### config.mk
export PLATFORM = sky130hd
export DESIGN_NAME = chained_cubic_bezier_path
export DESIGN_NICKNAME = d
export VERILOG_FILES = /design/src/rtl/core/ccbp_pkg.sv /design/src/rtl/core/ccbp_ctrl.sv /design/src/rtl/core/ccbp_datapath.sv /design/src/rtl/core/chained_cubic_bezier_path.sv
export VERILOG_INCLUDE_DIRS = /design/src /design/src/rtl/core
export SDC_FILE = /design/constraint.sdc
export NUM_CORES = 2
export LEC_CHECK = 0
export ABC_CLOCK_PERIOD_IN_PS = 14700
export BUFFER_PORTS_ARGS = -buffer_cell sky130_fd_sc_hd__buf_2
export CORE_MARGIN = 3
export CORE_UTILIZATION = 60
export CTS_CLUSTER_DIAMETER = 80
export DETAILED_ROUTE_END_ITERATION = 8
export PLACE_DENSITY = 0.84
export SYNTH_ARGS = -nofsm -noshare
export SYNTH_HDL_FRONTEND = slang
export SYNTH_SLANG_ARGS = --single-unit
### constraint.sdc
create_clock -name clk -period 14.7 [get_ports clk]
set_clock_uncertainty 0.05 [all_clocks]
set_input_delay 2.205 -clock clk [delete_from_list [all_inputs] [get_ports clk]]
set_output_delay 2.205 -clock clk [all_outputs]
set_load 0.02 [all_outputs]
### src/rtl/core/assert_macros.svh
// assertion macros used by the top-level rtl file
`ifndef ASSERT_MACROS_SVH
`define ASSERT_MACROS_SVH

// same-cycle implication, sampled on clk, off during reset
`define ASSERT_IMPLY(label, ante, cons) \
    label: assert property (@(posedge clk) disable iff (!rst_n) (ante) |-> (cons)) \
        else $error("implication check failed");

// next-cycle implication, sampled on clk, off during reset
`define ASSERT_NEXT(label, ante, cons) \
    label: assert property (@(posedge clk) disable iff (!rst_n) (ante) |=> (cons)) \
        else $error("next-cycle check failed");

`endif

### src/rtl/core/ccbp_pkg.sv
// shared types, constants and helper functions of the bezier path block
package ccbp_pkg;

    // fixed-point layout
    localparam int FRAC_BITS = 16;
    localparam int COORD_W   = 16;
    localparam int TIME_W    = FRAC_BITS + 1;
    localparam int W_W       = FRAC_BITS + 2;
    localparam int OP_W      = (W_W > COORD_W) ? W_W : COORD_W;
    localparam int PROD_W    = 2 * OP_W;
    localparam int ACC_W     = PROD_W + 2;
    localparam int THR_W     = TIME_W + 10;
    localparam int CNT_W     = 4;
    localparam int MUL_STEPS = 14;

    typedef logic [COORD_W-1:0] coord_t;

    // configuration register indexes
    typedef enum logic [1:0] {
        CFG_LIMIT_X   = 2'd0,
        CFG_LIMIT_Y   = 2'd1,
        CFG_TIME_STEP = 2'd2
    } cfg_reg_t;

    // controller states
    typedef enum logic [4:0] {
        S_IDLE   = 5'b00001,
        S_UPDATE = 5'b00010,
        S_PREP   = 5'b00100,
        S_MUL    = 5'b01000,
        S_OUT    = 5'b10000
    } state_t;

    // products issued to the shared multiplier, in order
    typedef enum logic [CNT_W-1:0] {
        MS_UU = 4'd0,
        MS_TT = 4'd1,
        MS_W0 = 4'd2,
        MS_W1 = 4'd3,
        MS_W2 = 4'd4,
        MS_W3 = 4'd5,
        MS_X0 = 4'd6,
        MS_X1 = 4'd7,
        MS_X2 = 4'd8,
        MS_X3 = 4'd9,
        MS_Y0 = 4'd10,
        MS_Y1 = 4'd11,
        MS_Y2 = 4'd12,
        MS_Y3 = 4'd13
    } mul_step_t;

    // controller to datapath
    typedef struct packed {
        logic      capture;
        logic      update;
        logic      prep;
        logic      mul_issue;
        mul_step_t mul_step;
        logic      out_load;
        logic      out_from_end;
    } cmd_t;

    // datapath to controller
    typedef struct packed {
        logic is_start;
        logic near_end;
        logic out_free;
    } status_t;

    // clamp a random coordinate to limit minus one, zero limit acts as one
    function automatic coord_t sat_coord(input coord_t r, input coord_t lim);
        coord_t top;
        top = (lim == '0) ? '0 : lim - coord_t'(1);
        return (r > top) ? top : r;
    endfunction

    // truncated midpoint without overflow
    function automatic coord_t mid_coord(input coord_t a, input coord_t b);
        coord_t lo;
        coord_t hi;
        coord_t diff;
        lo   = (a < b) ? a : b;
        hi   = (a < b) ? b : a;
        diff = hi - lo;
        return lo + (diff >> 1);
    endfunction

endpackage

### src/rtl/core/ccbp_ctrl.sv
// controller state machine sequencing one path item
module ccbp_ctrl
    import ccbp_pkg::*;
(
    input  logic    clk,
    input  logic    rst_n,
    input  logic    item_valid,
    output logic    item_stall,
    input  status_t status,
    output cmd_t    cmd
);

    state_t           state_reg;
    state_t           state_next;
    logic [CNT_W-1:0] cnt_reg;
    logic [CNT_W-1:0] cnt_next;
    logic             from_end_reg;
    logic             from_end_next;
    logic             accept;

    // take a new item only when idle
    assign item_stall = (state_reg != S_IDLE);
    assign accept     = item_valid && !item_stall;

    // next state and commands
    always_comb
    begin
        state_next       = state_reg;
        cnt_next         = cnt_reg;
        from_end_next    = from_end_reg;
        cmd              = '0;
        cmd.capture      = accept;
        cmd.mul_step     = mul_step_t'(cnt_reg);
        cmd.out_from_end = from_end_reg;
        case (state_reg)
            S_IDLE:
            begin
                if (accept)
                begin
                    state_next = S_UPDATE;
                end
            end
            S_UPDATE:
            begin
                cmd.update = 1'b1;
                state_next = status.is_start ? S_IDLE : S_PREP;
            end
            S_PREP:
            begin
                cmd.prep      = 1'b1;
                from_end_next = status.near_end;
                cnt_next      = '0;
                state_next    = status.near_end ? S_OUT : S_MUL;
            end
            S_MUL:
            begin
                // last count lets the final product drain into the accumulator
                if (cnt_reg == CNT_W'(MUL_STEPS))
                begin
                    state_next = S_OUT;
                end
                else
                begin
                    cmd.mul_issue = 1'b1;
                    cnt_next      = cnt_reg + CNT_W'(1);
                end
            end
            S_OUT:
            begin
                if (status.out_free)
                begin
                    cmd.out_load = 1'b1;
                    state_next   = S_IDLE;
                end
            end
            default:
            begin
                state_next = S_IDLE;
            end
        endcase
    end

    // state registers
    always_ff @(posedge clk or negedge rst_n)
    begin
        if (!rst_n)
        begin
            state_reg    <= S_IDLE;
            cnt_reg      <= '0;
            from_end_reg <= 1'b0;
        end
        else
        begin
            state_reg    <= state_next;
            cnt_reg      <= cnt_next;
            from_end_reg <= from_end_next;
        end
    end

endmodule

### src/rtl/core/ccbp_datapath.sv
// curve state, shared multiplier, accumulators and output register
module ccbp_datapath
    import ccbp_pkg::*;
(
    input  logic    clk,
    input  logic    rst_n,
    input  cmd_t    cmd,
    output status_t status,
    input  coord_t  limit_x,
    input  coord_t  limit_y,
    input  coord_t  time_step,
    input  logic    op,
    input  coord_t  pos_x,
    input  coord_t  pos_y,
    input  coord_t  rand_a_x,
    input  coord_t  rand_a_y,
    input  coord_t  rand_b_x,
    input  coord_t  rand_b_y,
    input  coord_t  rand_c_x,
    input  coord_t  rand_c_y,
    output logic    dest_valid,
    input  logic    dest_stall,
    output coord_t  dest_x,
    output coord_t  dest_y,
    output logic    new_segment
);

    localparam logic [TIME_W-1:0] ONE = TIME_W'(1) << FRAC_BITS;

    // captured item, random points already clamped
    logic   op_reg;
    coord_t pos_x_reg, pos_y_reg;
    coord_t ra_x_reg, ra_y_reg, rb_x_reg, rb_y_reg, rc_x_reg, rc_y_reg;

    // curve state
    coord_t seg_start_x_reg, seg_start_y_reg;
    coord_t pull_a_x_reg, pull_a_y_reg;
    coord_t pull_b_x_reg, pull_b_y_reg;
    coord_t seg_end_x_reg, seg_end_y_reg;
    coord_t look_x_reg, look_y_reg;
    logic [TIME_W-1:0] curve_time_reg;
    logic              new_seg_reg;

    // weight evaluation
    logic [TIME_W-1:0] u_reg, u2_reg, t2_reg;
    logic [W_W-1:0]    w0_reg, w1_reg, w2_reg, w3_reg;
    logic [OP_W-1:0]   op_a, op_b;
    logic [PROD_W-1:0] prod_comb, prod_reg, prod_shr, prod_tri;
    mul_step_t         pend_step_reg;
    logic              pend_valid_reg;
    logic [ACC_W-1:0]  acc_x_reg, acc_y_reg;

    // output register
    logic   dest_valid_reg;
    coord_t dest_x_reg, dest_y_reg;
    logic   new_segment_reg;

    // update helpers
    logic                   chain;
    coord_t                 mid_x, mid_y;
    logic [COORD_W+FRAC_BITS-1:0] step_full;
    logic [TIME_W-1:0]      step, t_base, curve_time_next;
    logic [TIME_W:0]        t_sum;
    logic [THR_W-1:0]       thr_lhs, thr_rhs;

    // capture the accepted item
    always_ff @(posedge clk)
    begin
        if (cmd.capture)
        begin
            op_reg    <= op;
            pos_x_reg <= pos_x;
            pos_y_reg <= pos_y;
            ra_x_reg  <= sat_coord(rand_a_x, limit_x);
            ra_y_reg  <= sat_coord(rand_a_y, limit_y);
            rb_x_reg  <= sat_coord(rand_b_x, limit_x);
            rb_y_reg  <= sat_coord(rand_b_y, limit_y);
            rc_x_reg  <= sat_coord(rand_c_x, limit_x);
            rc_y_reg  <= sat_coord(rand_c_y, limit_y);
        end
    end

    // segment chaining and time advance
    assign chain     = (pos_x_reg == seg_end_x_reg) && (pos_y_reg == seg_end_y_reg);
    assign mid_x     = mid_coord(rb_x_reg, rc_x_reg);
    assign mid_y     = mid_coord(rb_y_reg, rc_y_reg);
    assign step_full = {time_step, {FRAC_BITS{1'b0}}};
    assign step      = TIME_W'(step_full[COORD_W+FRAC_BITS-1:COORD_W]);
    assign t_base    = chain ? '0 : curve_time_reg;
    assign t_sum     = {1'b0, t_base} + {1'b0, step};
    assign curve_time_next = t_sum[TIME_W] ? '1 : t_sum[TIME_W-1:0];

    always_ff @(posedge clk or negedge rst_n)
    begin
        if (!rst_n)
        begin
            seg_start_x_reg <= '0;
            seg_start_y_reg <= '0;
            pull_a_x_reg    <= '0;
            pull_a_y_reg    <= '0;
            pull_b_x_reg    <= '0;
            pull_b_y_reg    <= '0;
            seg_end_x_reg   <= '0;
            seg_end_y_reg   <= '0;
            look_x_reg      <= '0;
            look_y_reg      <= '0;
            curve_time_reg  <= '0;
            new_seg_reg     <= 1'b0;
        end
        else if (cmd.update)
        begin
            if (!op_reg || chain)
            begin
                seg_start_x_reg <= op_reg ? seg_end_x_reg : pos_x_reg;
                seg_start_y_reg <= op_reg ? seg_end_y_reg : pos_y_reg;
                pull_a_x_reg    <= op_reg ? look_x_reg : ra_x_reg;
                pull_a_y_reg    <= op_reg ? look_y_reg : ra_y_reg;
                pull_b_x_reg    <= rb_x_reg;
                pull_b_y_reg    <= rb_y_reg;
                look_x_reg      <= rc_x_reg;
                look_y_reg      <= rc_y_reg;
                seg_end_x_reg   <= mid_x;
                seg_end_y_reg   <= mid_y;
            end
            curve_time_reg <= op_reg ? curve_time_next : '0;
            new_seg_reg    <= op_reg && chain;
        end
    end

    // end-of-segment test, exact form of t >= 0.999
    assign thr_lhs = THR_W'(curve_time_reg) * THR_W'(1000);
    assign thr_rhs = THR_W'(999) << FRAC_BITS;

    // operand select for the shared multiplier
    always_comb
    begin
        op_a = '0;
        op_b = '0;
        case (cmd.mul_step)
            MS_UU: begin op_a = OP_W'(u_reg);  op_b = OP_W'(u_reg);          end
            MS_TT: begin op_a = OP_W'(curve_time_reg); op_b = OP_W'(curve_time_reg); end
            MS_W0: begin op_a = OP_W'(u2_reg); op_b = OP_W'(u_reg);          end
            MS_W1: begin op_a = OP_W'(u2_reg); op_b = OP_W'(curve_time_reg); end
            MS_W2: begin op_a = OP_W'(u_reg);  op_b = OP_W'(t2_reg);         end
            MS_W3: begin op_a = OP_W'(t2_reg); op_b = OP_W'(curve_time_reg); end
            MS_X0: begin op_a = OP_W'(w0_reg); op_b = OP_W'(seg_start_x_reg); end
            MS_X1: begin op_a = OP_W'(w1_reg); op_b = OP_W'(pull_a_x_reg);   end
            MS_X2: begin op_a = OP_W'(w2_reg); op_b = OP_W'(pull_b_x_reg);   end
            MS_X3: begin op_a = OP_W'(w3_reg); op_b = OP_W'(seg_end_x_reg);  end
            MS_Y0: begin op_a = OP_W'(w0_reg); op_b = OP_W'(seg_start_y_reg); end
            MS_Y1: begin op_a = OP_W'(w1_reg); op_b = OP_W'(pull_a_y_reg);   end
            MS_Y2: begin op_a = OP_W'(w2_reg); op_b = OP_W'(pull_b_y_reg);   end
            MS_Y3: begin op_a = OP_W'(w3_reg); op_b = OP_W'(seg_end_y_reg);  end
            default: begin op_a = '0; op_b = '0; end
        endcase
    end

    assign prod_comb = PROD_W'(op_a) * PROD_W'(op_b);
    assign prod_shr  = prod_reg >> FRAC_BITS;
    assign prod_tri  = (prod_shr << 1) + prod_shr;

    // multiplier output register, tagged with its step
    always_ff @(posedge clk or negedge rst_n)
    begin
        if (!rst_n)
        begin
            pend_valid_reg <= 1'b0;
            pend_step_reg  <= MS_UU;
        end
        else
        begin
            pend_valid_reg <= cmd.mul_issue;
            pend_step_reg  <= cmd.mul_step;
        end
    end

    always_ff @(posedge clk)
    begin
        if (cmd.mul_issue)
        begin
            prod_reg <= prod_comb;
        end
    end

    // load u and clear the accumulators on prep, else retire each product into its register or accumulator
    always_ff @(posedge clk)
    begin
        if (cmd.prep)
        begin
            u_reg     <= ONE - curve_time_reg;
            acc_x_reg <= '0;
            acc_y_reg <= '0;
        end
        else if (pend_valid_reg)
        begin
            case (pend_step_reg)
                MS_UU: u2_reg <= TIME_W'(prod_shr);
                MS_TT: t2_reg <= TIME_W'(prod_shr);
                MS_W0: w0_reg <= W_W'(prod_shr);
                MS_W1: w1_reg <= W_W'(prod_tri);
                MS_W2: w2_reg <= W_W'(prod_tri);
                MS_W3: w3_reg <= W_W'(prod_shr);
                MS_X0, MS_X1, MS_X2, MS_X3: acc_x_reg <= acc_x_reg + ACC_W'(prod_reg);
                MS_Y0, MS_Y1, MS_Y2, MS_Y3: acc_y_reg <= acc_y_reg + ACC_W'(prod_reg);
                default: acc_x_reg <= acc_x_reg;
            endcase
        end
    end

    // output register, freed by a transfer
    always_ff @(posedge clk or negedge rst_n)
    begin
        if (!rst_n)
        begin
            dest_valid_reg <= 1'b0;
        end
        else if (cmd.out_load)
        begin
            dest_valid_reg <= 1'b1;
        end
        else if (dest_valid_reg && !dest_stall)
        begin
            dest_valid_reg <= 1'b0;
        end
    end

    always_ff @(posedge clk)
    begin
        if (cmd.out_load)
        begin
            dest_x_reg      <= cmd.out_from_end ? seg_end_x_reg
                                                : acc_x_reg[FRAC_BITS +: COORD_W];
            dest_y_reg      <= cmd.out_from_end ? seg_end_y_reg
                                                : acc_y_reg[FRAC_BITS +: COORD_W];
            new_segment_reg <= new_seg_reg;
        end
    end

    assign dest_valid  = dest_valid_reg;
    assign dest_x      = dest_x_reg;
    assign dest_y      = dest_y_reg;
    assign new_segment = new_segment_reg;

    // status back to the controller
    assign status.is_start = !op_reg;
    assign status.near_end = (thr_lhs >= thr_rhs);
    assign status.out_free = !dest_valid_reg || !dest_stall;

endmodule

### src/rtl/core/chained_cubic_bezier_path.sv
// Chained cubic Bezier path generator. A start item (op 0) loads a new path and
// gives no result; a next item (op 1) chains a new segment when the position
// equals the segment end, advances curve time by time_step and gives one
// destination point. A start item only passes through the update state; a next
// item goes straight to output when the curve is at its end (t >= 0.999),
// otherwise it first sequences fourteen products through one shared
// 18x18 multiplier (six for the Bernstein weights, eight for the point) and
// then retires the last product. A finished result sits in an output
// register, so the next item is taken while it waits. Configuration writes
// are always ready and must only be made while the block is idle.
module chained_cubic_bezier_path
    import ccbp_pkg::*;
(
    input  logic        clk,
    input  logic        rst_n,
    // configuration write
    input  logic        cfg_valid,
    output logic        cfg_ready,
    input  logic [1:0]  cfg_index,
    input  logic [15:0] cfg_data,
    // item channel
    input  logic        item_valid,
    output logic        item_stall,
    input  logic        op,
    input  logic [15:0] pos_x,
    input  logic [15:0] pos_y,
    input  logic [15:0] rand_a_x,
    input  logic [15:0] rand_a_y,
    input  logic [15:0] rand_b_x,
    input  logic [15:0] rand_b_y,
    input  logic [15:0] rand_c_x,
    input  logic [15:0] rand_c_y,
    // result channel
    output logic        dest_valid,
    input  logic        dest_stall,
    output logic [15:0] dest_x,
    output logic [15:0] dest_y,
    output logic        new_segment
);

`include "assert_macros.svh"

    coord_t  limit_x_reg, limit_y_reg, time_step_reg;
    cmd_t    cmd;
    status_t status;

    // configuration registers
    assign cfg_ready = 1'b1;

    always_ff @(posedge clk or negedge rst_n)
    begin
        if (!rst_n)
        begin
            limit_x_reg   <= 16'd65535;
            limit_y_reg   <= 16'd65535;
            time_step_reg <= 16'd655;
        end
        else if (cfg_valid && cfg_ready)
        begin
            case (cfg_reg_t'(cfg_index))
                CFG_LIMIT_X:   limit_x_reg   <= cfg_data;
                CFG_LIMIT_Y:   limit_y_reg   <= cfg_data;
                CFG_TIME_STEP: time_step_reg <= cfg_data;
                default:       limit_x_reg   <= limit_x_reg;
            endcase
        end
    end

    // controller
    ccbp_ctrl u_ctrl (
        .clk        (clk),
        .rst_n      (rst_n),
        .item_valid (item_valid),
        .item_stall (item_stall),
        .status     (status),
        .cmd        (cmd)
    );

    // datapath
    ccbp_datapath u_datapath (
        .clk         (clk),
        .rst_n       (rst_n),
        .cmd         (cmd),
        .status      (status),
        .limit_x     (limit_x_reg),
        .limit_y     (limit_y_reg),
        .time_step   (time_step_reg),
        .op          (op),
        .pos_x       (pos_x),
        .pos_y       (pos_y),
        .rand_a_x    (rand_a_x),
        .rand_a_y    (rand_a_y),
        .rand_b_x    (rand_b_x),
        .rand_b_y    (rand_b_y),
        .rand_c_x    (rand_c_x),
        .rand_c_y    (rand_c_y),
        .dest_valid  (dest_valid),
        .dest_stall  (dest_stall),
        .dest_x      (dest_x),
        .dest_y      (dest_y),
        .new_segment (new_segment)
    );

    // block is busy right after taking an item
    `ASSERT_NEXT(a_busy_after_transfer, item_valid && !item_stall, item_stall)
    // a new result appears only as an item finishes
    `ASSERT_IMPLY(a_result_from_work, $rose(dest_valid), $past(item_stall))
    // output register is never overwritten while still held
    `ASSERT_IMPLY(a_load_when_free, cmd.out_load, !dest_valid || !dest_stall)

endmodule
Word-level counts from Yosys, hierarchy flattened
Index checks and enable logic that the tools add are counted.
{ "classes": {"n_addsub": 12, "n_mul": 2, "order_cmp": 9, "n_eq_ne": 41, "n_mux": 39, "n_bitwise": 1, "reduce_logical": 41} }
{ "op_table": {"columns": ["operator", "count"], "rows": [
  ["$mux W16", 18],
  ["$pmux W17 S11", 1],
  ["$pmux W18 S8", 1],
  ["$gt A16 B16 Y1", 6],
  ["$add A38 B35 Y38", 2],
  ["$eq A4 B4 Y1 const B", 13],
  ["$mux W17", 3],
  ["$mul A18 B17 Y35", 1],
  ["$add A16 B15 Y16", 2],
  ["$eq A16 B16 Y1", 2],
  ["$eq A4 B3 Y1 const B", 8],
  ["$logic_not A16 Y1", 2],
  ["$lt A16 B16 Y1", 2],
  ["$sub A16 B1 Y16 const B", 2],
  ["$sub A16 B16 Y16", 2],
  ["$ge A27 B26 Y1 const B", 1],
  ["$pmux W5 S5", 1],
  ["$mul A17 B7 Y24 const B", 1],
  ["$reduce_and A3 Y1", 7],
  ["$mux W5", 4],
  ["$add A17 B16 Y18", 1],
  ["$add A18 B18 Y18", 1],
  ["$sub A17 B17 Y17 const A", 1],
  ["$eq A4 B2 Y1 const B", 4],
  ["27 further kinds", 59]
]} }
{ "totals": {"reg_bits": 638, "inputBits": 152, "wordCells": 188} }

Depth between registers and ports, before layout
{ "logic_depth": {"depth_word": 6, "ltp_mapped": 35, "ltp_nobuf": 32} }

By module
A second synthesis with hierarchy kept.
{ "hier_totals": {"hier_cells": 4885, "area_unflattened_um2": 48651.7} }
{ "modules_own_cells": {"columns": ["module", "instances", "cells_each", "area_each_um2"], "rows": [
  ["ccbp_datapath", 1, 4722, 46204.3],
  ["chained_cubic_bezier_path", 1, 104, 1874.3],
  ["ccbp_ctrl", 1, 59, 573.0]
]} }

Worst setup path before layout
Ideal clock, no wire load.
{ "synth_timing": {"kind": "input to register", "from": "input port item_valid", "to": "register u_datapath.op_reg, enable pin", "setup_time_ns": 0.619, "arrival_ns": 7.601, "t_required_ns": 14.031, "slack_ns": 6.430, "path_stages": 2, "cell_sequence": "inv_1 nor2_1"} }
{ "synth_lines": {"columns": ["element", "line_no", "rtl"], "rows": [
  ["from (decl)", "chained_cubic_bezier_path.sv:22", "input logic item_valid,"],
  ["to (signal assigned)", "ccbp_datapath.sv:71", "op_reg <= op;"],
  ["to (decl)", "ccbp_datapath.sv:31", "logic op_reg;"]
]} }

Final worst setup path
{ "layout_timing": {"from": "register u_ctrl.cnt_reg[1]", "to": "register u_datapath.prod_reg[32] (data pin)"} }
{ "layout_via": {"elab_chain_cells": 4} }
{ "layout_lines": {"columns": ["element", "line_no", "rtl"], "rows": [
  ["from (decl)", "ccbp_ctrl.sv:15", "logic [CNT_W-1:0] cnt_reg;"],
  ["from (signal assigned)", "ccbp_ctrl.sv:95", "cnt_reg <= cnt_next;"],
  ["$eq A4 B1 Y1, or another cell as far along", "ccbp_datapath.sv:139", "case (cmd.mul_step)"],
  ["$reduce_or A3 Y1 (no source line) or $reduce_or A2 Y1 (tied branches)", null, null],
  ["$pmux W17 S11 or $pmux W18 S8 (tied branches)", "ccbp_datapath.sv:139", null],
  ["$mul A18 B17 Y35 (*)", "ccbp_datapath.sv:158", "assign prod_comb = PROD_W'(op_a) * PROD_W'(op_b);"],
  ["via u_datapath.prod_comb[32]", "ccbp_datapath.sv:48", "logic [PROD_W-1:0] prod_comb, prod_reg, prod_shr, prod_tri;"],
  ["to (signal assigned)", "ccbp_datapath.sv:181", "prod_reg <= prod_comb;"],
  ["to (decl)", "ccbp_datapath.sv:48", null]
]} }
Mark *: on every way through the listed nets, which the timed path passes. The rest lies on a longest branch.
A chain may end at the register's enable or synchronous reset.

==> impl_results.md <==
* Clock transition at the registers of the reported paths at 70 ps
* WL final at approximately 150000 um
* Number of synthesized flops with an enable pin at 319
* CP Max Fanout at 22
* Synth warn at 0
* 1st-pass router iterations at 9
* Cts repair resizes at 0
* Largest stage delay, worst path at just over 900 ps
* CTS tree: yes
* Synthesized netlist cell count at 4951
* Most used flip-flop cell after synthesis: edfxtp_1
* CP arrival at 10700 ps
* Largest register FFs at 34
* Die Ht at 292 um
* Sequential fraction of the synthesis area at 0.347
* Post-DP Area at approximately 0.051 mm^2
* Critical path data required time at 15030 ps
* Vias in the first global route at 39100
* CTS root buffer: clkbuf_16
* Final Slew Violations at 0
* Most common cell type on the critical path: fa_1
* Via Count at 38960
* Setup TNS at 0 ps
* I/O pin total at 188
* Status: completed
* Layout cell share with drive strength beyond 1 at 0.122
* Design area at roughly 0.053 mm^2
* GPL Wtd Cong at 1.05
* # DRC at 0
* Clock buffer depth at 3
* Iter 0 DRT Violations at 3802
* Post-synth top cells: nand2_1, inv_1, ha_1
* I/O Buffers at about 190
* Initial antenna violation count at 5
* Distinct cells, synth at 96
* Largest net degree at the start of global routing at roughly 120
* Total grt overflow at 0
* Final setup vio count at 0
* Cell family with most CP delay: adder cells
* CP max stage cell: a2111oi_0
* Final net count at 5961
* Full die area at 0.0850 mm^2
* Top cells by area, synth: edfxtp_1, fa_1, ha_1, dfrtp_1, nand2_1
* Setup Buffers After CTS at 0
* Area delta synth->final at 8.95%
* Routed len/inst at 23.6 um
* Setup crit end kind: flop
* Syn avg cell area at 9.88 um^2
* Post-DRT Antenna Nets at 0
* H-tree levels at 3
* Starting Density at 0.606
* Tcrit/Tclk final at 0.705
* Num CTS Buffers at 70
* Buffers & Inverters on Critical Path at 4
* Crit path kind: reg -> reg
* Tmin final at 10370 ps
* Synth top area share at 0.196
* Hold-fix buffers, CTS at 0
* DR vias/cell at 6.29
* HP Class: reg -> reg
* First-pass GRT wire length at 225000 um
* Max Freq at around 96 MHz
* Max cap viols at 0
* RSZ-0062 raised after global routing: no
* Slew @ Worst Pin at 1370 ps
* Post-synth top area cell: edfxtp_1
* Async SR Flop Fraction at 0.387
* Most frequent cell after synthesis: nand2_1
* Final hold viol count at 0
* All-Layer GR Usage at 0.343
* #FFs+latches synth at 625
* Clk_lat worst skew at 630 ps
* CTS sink count at ~630
* Startpoint Class: flop
* Core area at 0.0807 mm^2
* Die width at roughly 290 um
* Syn_nets at 5838
* Slew margin rel. at 0.0834
* FP Rows at approximately 100
* Synth Cell Area at 0.0489 mm^2
* HPWL after DPL at 111000 um
## worst paths after layout
kind / cells past startpoint / start / slack (ps) / end
setup / recovery: 27 / u_ctrl.cnt_reg[1]$_DFFE_PN0P_ / 4330 / u_datapath.prod_reg[32]$_DFFE_PP_
hold / removal: 2 / u_datapath.acc_y_reg[4]$_SDFFE_PP0P_ / 410 / u_datapath.acc_y_reg[4]$_SDFFE_PP0P_
setup reg to reg: 27 / u_ctrl.cnt_reg[1]$_DFFE_PN0P_ / 4330 / u_datapath.prod_reg[32]$_DFFE_PP_
hold reg to reg: 2 / u_datapath.acc_y_reg[4]$_SDFFE_PP0P_ / 410 / u_datapath.acc_y_reg[4]$_SDFFE_PP0P_
max in group asynchronous: 3 / rst_n / 10760 / u_ctrl.state_reg[4]$_DFFE_PN0P_
min in group asynchronous: 1 / rst_n / 1580 / u_datapath.look_x_reg[15]$_DFFE_PN0P_
## placed cells by master (no fill, tap or decap), drive strengths merged, types with 12 or more instances in the layout
| cell type | count |
|---|---|
| nand3b | 14 |
| nor2 | 285 |
| inv | 476 |
| and3 | 35 |
| a22o | 39 |
| nand4 | 42 |
| a221oi | 31 |
| and2 | 34 |
| dfstp | 39 |
| dfxtp | 64 |
| ha | 433 |
| a31oi | 28 |
| o31ai | 12 |
| o21ai | 260 |
| a222oi | 29 |
| a21o | 85 |
| fa | 302 |
| clkbuf | 86 |
| nor4 | 16 |
| nand2b | 37 |
| a211oi | 31 |
| xor2 | 60 |
| clkinv | 19 |
| buf | 236 |
| a22oi | 23 |
| dfrtp | 203 |
| nor2b | 60 |
| or3 | 32 |
| edfxtp | 319 |
| nand2 | 684 |
| mux2 | 189 |
| o21bai | 34 |
| o21a | 47 |
| a21oi | 265 |
| mux2i | 92 |
| nand3 | 86 |
| xnor2 | 163 |
| nor3 | 63 |
## cell type report
cell class                 instances  area (um^2)
clock inverter                    41          477
fill                            6109        27400
tap                             1060         1330
timing repair buffer             236         1320
inverter                         469         1760
multi-input combinational       3672        29500
clock buffer                      86         1890
sequential                       625        17000
antenna                            5         12.5
## worst reg2reg max path, cell delays in order (launching register included)
cell and delay, ps:
dfrtp_1 420, inv_1 130, ha_1 900, a21oi_1 80
nor2_1 860, a222oi_1 290, nand3_1 730, nand2_1 220
fa_1 600, inv_1 70, fa_1 470, ha_1 200
fa_1 490, inv_1 60, fa_1 480, fa_1 490
inv_1 40, ha_1 320, o21ai_0 120, a21boi_0 580
o21ai_0 310, a2111oi_0 920, o21ai_0 400, o21ai_0 420
o31a_1 200, o21a_1 110, nor2_1 40, xnor2_1 130
## per-layer routing
metal	GRT usage	up-vias	wire length, um
li1	-	17515	-
met1	0.437	18629	54700
met2	0.538	2261	65600
met3	0.0795	551	15500
met4	0.199	4	10400
met5	0	-	22
## kinds of logic (layout without fill, tap and decap cells)
kind of cell / Yosys count / after routing / synth area share
fa+ha+maj: 735 / 735 / 0.234
flops: 625 / 625 / 0.347
other cells: 1 / 6 / 0.0000767
buf+inv: 654 / 832 / 0.0510
simple gates: 1426 / 1426 / 0.131
compound gates: 1006 / 1006 / 0.135
mux: 281 / 281 / 0.0623
xor+xnor: 223 / 223 / 0.0399
## per-stage QoR
| step | util | instances | hold WS [ps] | setup WS (ps) |
|---|---|---|---|---|
| after global placement | 0.631 | 6062 | 380 | 4910 |
| final | 0.661 | 6194 | 407 | 4330 |
| after CTS | 0.660 | 6189 | 409 | 4530 |
| after floorplan | - | 4951 | 299 | 6430 |
| after global routing | 0.660 | 6189 | 437 | 3820 |
| after detailed placement | 0.631 | 6062 | 398 | 4620 |
Power is left out: the tool's default activity adds up to more than one toggle a clock period on the data nets, which glitch-free logic cannot reach.
